===== src/rtl/core/iyrgb_pkg.sv =====
// ----------------------------------------------------------------------------
// iyrgb_pkg
// Shared constants, types and helpers of the interleaved 4:2:0 to RGB block.
// ----------------------------------------------------------------------------
`default_nettype none

package iyrgb_pkg;

    // line geometry
    localparam int MAX_WIDTH   = 1024;
    localparam int MAX_HEIGHT  = 1024;
    localparam int GROUP_DEPTH = MAX_WIDTH / 4;
    localparam int GROUP_W     = $clog2(GROUP_DEPTH);
    localparam int GROUPS_W    = GROUP_W + 1;
    localparam int EFFW_W      = $clog2(MAX_WIDTH + 1);
    localparam int COL_FULL_W  = GROUP_W + 2;

    // register file
    localparam int CFG_W       = 11;
    localparam int CFG_ADDR_W  = 1;
    localparam logic [CFG_ADDR_W-1:0] REG_LINE_WIDTH   = 1'd0;
    localparam logic [CFG_ADDR_W-1:0] REG_FRAME_HEIGHT = 1'd1;
    localparam logic [CFG_W-1:0] LINE_WIDTH_RST   = 11'd640;
    localparam logic [CFG_W-1:0] FRAME_HEIGHT_RST = 11'd480;

    // position inside a six byte group
    localparam logic [2:0] BYTE_FIRST_CHROMA = 3'd4;
    localparam logic [2:0] BYTE_LAST         = 3'd5;

    // field widths
    localparam int LINE_W     = 10;
    localparam int ROW_PAIR_W = 9;
    localparam int COLUMN_W   = 10;

    // one stored even-line group: four luma bytes then two U bytes
    localparam int GROUP_WORD_W = 48;

    // everything needed to produce the eight pixels of one group pair
    typedef struct packed {
        logic [GROUP_WORD_W-1:0] even_word;   // even luma 0..3, u0, u1
        logic [39:0]             odd_word;    // odd luma 0..3, v0
        logic [7:0]              v1;
        logic [GROUP_W-1:0]      group;
        logic [ROW_PAIR_W-1:0]   row_pair;
        logic                    frame_end;
    } emit_t;

    // clamp a floored channel value to 0..255
    function automatic logic [7:0] clamp8(input logic signed [18:0] acc);
        logic signed [10:0] v;
        v = acc[18:8];
        if (v < 0)
            return 8'd0;
        if (v > 11'sd255)
            return 8'd255;
        return v[7:0];
    endfunction

endpackage

`default_nettype wire


===== src/rtl/core/iyrgb_emitter.sv =====
// ----------------------------------------------------------------------------
// iyrgb_emitter
// Converts a group pair into eight RGB pixels, one per cycle when not stalled.
// ----------------------------------------------------------------------------
`default_nettype none

module iyrgb_emitter (
    input  wire logic                             aclk,
    input  wire logic                             aresetn,
    input  wire logic                             load,
    input  wire iyrgb_pkg::emit_t                 load_data,
    output logic                                  busy,
    output logic                                  out_valid,
    input  wire logic                             out_ready,
    output logic [7:0]                            out_red,
    output logic [7:0]                            out_green,
    output logic [7:0]                            out_blue,
    output logic                                  out_odd_row,
    output logic [iyrgb_pkg::COLUMN_W-1:0]        out_column,
    output logic [iyrgb_pkg::ROW_PAIR_W-1:0]      out_row_pair,
    output logic                                  out_last,
    output logic                                  out_eof
);

    import iyrgb_pkg::*;

    localparam logic signed [18:0] C_RV  = 19'sd359;
    localparam logic signed [18:0] C_GU  = 19'sd88;
    localparam logic signed [18:0] C_GV  = 19'sd183;
    localparam logic signed [18:0] C_BU  = 19'sd454;
    localparam logic signed [18:0] C_MID = 19'sd128;

    emit_t      pair_reg;
    logic       busy_reg;
    logic [2:0] cnt_reg;
    logic       valid_reg;
    logic [7:0] red_reg, green_reg, blue_reg;
    logic       odd_reg, last_reg, eof_reg;
    logic [COLUMN_W-1:0]   col_reg;
    logic [ROW_PAIR_W-1:0] row_reg;

    logic        adv;
    logic        row;
    logic [1:0]  k;
    logic [7:0]  y, u, v;
    logic signed [18:0] yy, cu, cv;
    logic signed [18:0] r_acc, g_acc, b_acc;
    logic [COL_FULL_W-1:0] col_full;

    assign adv = busy_reg && (!valid_reg || out_ready);

    // select luma and chroma of the current pixel
    always_comb begin
        row = cnt_reg[2];
        k   = cnt_reg[1:0];
        if (row)
            y = pair_reg.odd_word[k*8 +: 8];
        else
            y = pair_reg.even_word[k*8 +: 8];
        u = pair_reg.even_word[(4 + k[1])*8 +: 8];
        v = k[1] ? pair_reg.v1 : pair_reg.odd_word[39:32];
        col_full = {pair_reg.group, k};
    end

    // color conversion
    always_comb begin
        yy    = $signed({3'b000, y, 8'b0});
        cu    = $signed({11'b0, u}) - C_MID;
        cv    = $signed({11'b0, v}) - C_MID;
        r_acc = yy + C_RV * cv;
        g_acc = yy - C_GU * cu - C_GV * cv;
        b_acc = yy + C_BU * cu;
    end

    // sequencing of the eight pixels
    always_ff @(posedge aclk) begin
        if (!aresetn) begin
            busy_reg  <= 1'b0;
            cnt_reg   <= '0;
            valid_reg <= 1'b0;
        end else begin
            if (load) begin
                busy_reg <= 1'b1;
                cnt_reg  <= '0;
            end else if (adv) begin
                cnt_reg <= cnt_reg + 3'd1;
                if (cnt_reg == 3'd7)
                    busy_reg <= 1'b0;
            end
            if (adv)
                valid_reg <= 1'b1;
            else if (out_ready)
                valid_reg <= 1'b0;
        end
    end

    // capture of the group pair
    always_ff @(posedge aclk) begin
        if (load)
            pair_reg <= load_data;
    end

    // output register
    always_ff @(posedge aclk) begin
        if (adv) begin
            red_reg   <= clamp8(r_acc);
            green_reg <= clamp8(g_acc);
            blue_reg  <= clamp8(b_acc);
            odd_reg   <= row;
            col_reg   <= COLUMN_W'(col_full);
            row_reg   <= pair_reg.row_pair;
            last_reg  <= (cnt_reg == 3'd7);
            eof_reg   <= (cnt_reg == 3'd7) && pair_reg.frame_end;
        end
    end

    assign busy         = busy_reg;
    assign out_valid    = valid_reg;
    assign out_red      = red_reg;
    assign out_green    = green_reg;
    assign out_blue     = blue_reg;
    assign out_odd_row  = odd_reg;
    assign out_column   = col_reg;
    assign out_row_pair = row_reg;
    assign out_last     = last_reg;
    assign out_eof      = eof_reg;

endmodule

`default_nettype wire


===== config.mk =====
export PLATFORM = sky130hd
export DESIGN_NAME = iyrgb_emitter
export DESIGN_NICKNAME = d
export VERILOG_FILES = /design/src/rtl/core/iyrgb_pkg.sv /design/src/rtl/core/iyrgb_emitter.sv
export SDC_FILE = /design/constraint.sdc
export NUM_CORES = 1
export LEC_CHECK = 0
export ABC_AREA = 1
export BUFFER_PORTS_ARGS = -buffer_cell sky130_fd_sc_hd__buf_2
export CORE_MARGIN = 2
export CORE_UTILIZATION = 40
export DETAILED_ROUTE_END_ITERATION = 8
export GPL_TIMING_DRIVEN = 0
export HOLD_SLACK_MARGIN = 0.15
export SYNTH_ARGS = -nofsm -noshare
export SYNTH_HDL_FRONTEND = slang
export SYNTH_SLANG_ARGS = --single-unit

===== constraint.sdc =====
create_clock -name aclk -period 8.3 [get_ports aclk]
set_clock_uncertainty 0.1 [all_clocks]
set_input_delay 1.66 -clock aclk [delete_from_list [all_inputs] [get_ports aclk]]
set_output_delay 1.66 -clock aclk [all_outputs]
set_load 0.01 [all_outputs]

==> reports/metrics.cfg <==
[die]
core-area_mm2 = 0.03254
die_area_mm2 = 0.03455
ios = 166
initial_core_util = 0.4067
die_h_um = 185.9
die_w_um = 185.9
row_count = 66

[yosys]
synth_edf_count = 160
synthCells = 1337
synth_area_mm2 = 0.01323
synth_top_cells_by_area = edfxtp_1, ha_1, fa_1, inv_1, nand2_1
ys_seq_area_frac = 0.3707
async_flop_share = 0
synth_top_cell_by_area = edfxtp_1
synthAdderAreaFrac = 0.3075
yosysUniqueCellTypes = 48
synthXorXnorAreaFrac = 0.02827
synthSimpleGateAreaFrac = 0.1337
synth_ff_type = edfxtp_1
yosysWarningCount = 0
synth_fp_nets = 1725
synth.most_common_cell = inv_1
synth_top_family_by_area = adder cells
ys_ff_latch = 165
postSynthAreaPerCell_um2 = 9.897
synthMuxAreaShare = 0
synth_compound_area_frac = 0.06770
ys_top_cells_by_count = inv_1, nand2_1, ha_1, edfxtp_1, fa_1
synth_top_area_frac = 0.3631

[timing]
slew_headroom = 0.05297
rsz0062_at_grt = no
fin_crit_ns = 7.628
worstMarginPinSlew_ns = 1.406
slew_viol_final = 0
period_share = 0.9191
final_hold_viol_count = 0
fin_ws_ns = 0.6718
setup_tns_ns = 0
fmaxAchievable_ghz = 0.1311
setup_viol = 0

[grt]
antenna_found_initial = 7
grt_max_degree = 62
grt-ovfl-total = 0
grt_usage = 0.1772
grt_pass1_wl_um = 47200
grt_pass1_vias = 9526

[critical_path]
critPathTopFamily = adder cells
timing.rr.end = out_green[7]$_SDFFCE_PN0P_
r2r_start = cnt_reg[1]$_SDFFE_PP0P_
crit_arrival_ns = 7.72
r2r_cells = 32
cp_max_fo = 10
rrSetupSlack_ns = 0.67
cp-startpoint = cnt_reg[1]$_SDFFE_PP0P_
path_common_cell = inv_1
critPathKind = flip-flop to flip-flop
cp.required_ns = 8.39
endpoint_kind = flip-flop
critPathCapture = out_green[7]$_SDFFCE_PN0P_
cpMaxStageDelayCell = fa_1
path_buf_inv = 9
start_kind = flip-flop
cp.depth = 32
cpPeakStageDelay_ns = 0.55

[clock_tree]
clk_latency_ns = 0.44
cts_root_buf = clkbuf_16
cts_tree = done
clock_sinks = 165
cts_made_buffers = 17
cts_hold_buf = 0
cts.reportedPaths.clkPinSlew_ns = 0.07
cts_buffer_depth = 2
htree_levels = 4

[min_path]
hold_path.class = flip-flop to flip-flop
whs_path_depth = 0

[placed_design]
numPortBuffers = 165
dp_cells = 1947
dpl.hpwl_um = 24030
place_ws_ns = 0.2275
place.gp.congestion = 0.8763

[final_layout]
multi_input_area_mm2 = 0.007133
area_delta_synth_final_pct = 15.80
largest_reg_flops = 106
nNetsFinal = 1914
drive_gt1_frac = 0.1774
final-seq-area_mm2 = 0.004905
fillers = 3121
instances_no_fill = 1982

[flow_run]
maxCapViolCount = 0

[routing]
first_iter_violations = 421
drt_pass1_iterations = 5
drt_wl_total_um = 29230
ant_nets = 0
vias_per_cell = 4.742
drt_drc_violations_left = 0
wire_per_inst_um = 14.75
via_count = 9398

[run_status]
status = finished, final reports clean

[cell usage in the layout (no fill, tap or decap), types with 3 or more instances in the layout]
cell type	Yosys	routed
a21o_1	3	3
a21oi_1	50	49
a21oi_2	2	3
buf_2	5	170
buf_4	1	4
clkbuf_1	8	9
clkbuf_16	0	17
dfxtp_1	5	5
edfxtp_1	160	160
fa_1	92	92
ha_1	178	178
inv_1	296	294
inv_2	5	7
inv_8	0	4
nand2_1	186	185
nand2_2	12	13
nand2_4	5	5
nand3_1	57	57
nand3_2	4	4
nand3b_1	4	4
nand4_1	11	11
nor2_1	84	83
nor3_1	3	3
o21ai_0	58	56
o21ai_1	5	5
o21ai_2	2	4
o21bai_1	4	3
o32ai_1	16	16
or2_2	15	15
xnor2_1	24	24
xor2_1	15	15
[cells by family (layout without fill, tap and decap cells)]
family          count (synthesis)  count (layout)
xor+xnor                       41              41
compound gates                150             150
other cells                     0               1
simple gates                  392             392
buf+inv                       319             521
flops                         165             165
fa+ha+maj                     270             270
[repair_timing]
item / 4_1_cts / 5_1_grt
setup endpoints to repair: 0 / 8
setup buffers: 0 / 2
resized for setup: 0 / 9
[worst reg2reg max path: cells and delay by family (launching register included)]
family | cells | cell delay (ns)
compound gates | 8 | 1.30
xor+xnor | 1 | 0.15
fa+ha+maj | 9 | 3.73
buf+inv | 9 | 1.00
flops | 1 | 0.37
simple gates | 5 | 0.75
[cell type report]
cell class,instances,area share
inverters,303,0.07455
clock inverters,14,0.01208
clock buffers,18,0.02801
multi-input cells,853,0.4655
plain buffers,16,0.005062
repair buffers,170,0.05846
well taps,442,0.03609
diodes,1,0.0001633
flip-flops and latches,165,0.3201
[per-layer routing]
metal / share of wire / vias to the layer above / track usage
met5: 0.0020 / - / 0
met2: 0.47 / 248 / 0.2938
met4: 0.023 / 10 / 0.05732
met3: 0.060 / 42 / 0.04774
met1: 0.45 / 4387 / 0.2248
li1: - / 4711 / -
[worst min path at each step]
stage,start,endpoint,slack [ns]
floorplan,col_full[2]$_DFFE_PP_,out_column[2]$_DFFE_PP_,0.30
global placement,pair_reg[7]$_DFFE_PP_,out_row_pair[6]$_DFFE_PP_,0.30
detailed placement,col_full[9]$_DFFE_PP_,out_column[9]$_DFFE_PP_,0.30
CTS,pair_reg[8]$_DFFE_PP_,out_row_pair[7]$_DFFE_PP_,0.32
global route,pair_reg[5]$_DFFE_PP_,out_row_pair[4]$_DFFE_PP_,0.32
finish,pair_reg[3]$_DFFE_PP_,out_row_pair[2]$_DFFE_PP_,0.32
[per-stage QoR]
stage	hold WS (ns)	utilization	area, um2
finish	0.3201	0.4710	15320
global route	0.3241	0.4709	15320
CTS	0.3180	0.4699	15290
detailed placement	0.3045	0.4510	14670
global placement	0.3002	0.4491	14610
floorplan	0.3003	-	13230
Power is not shown: default switching activity piles up to over one toggle a cycle in this logic, so the estimate is an artifact.
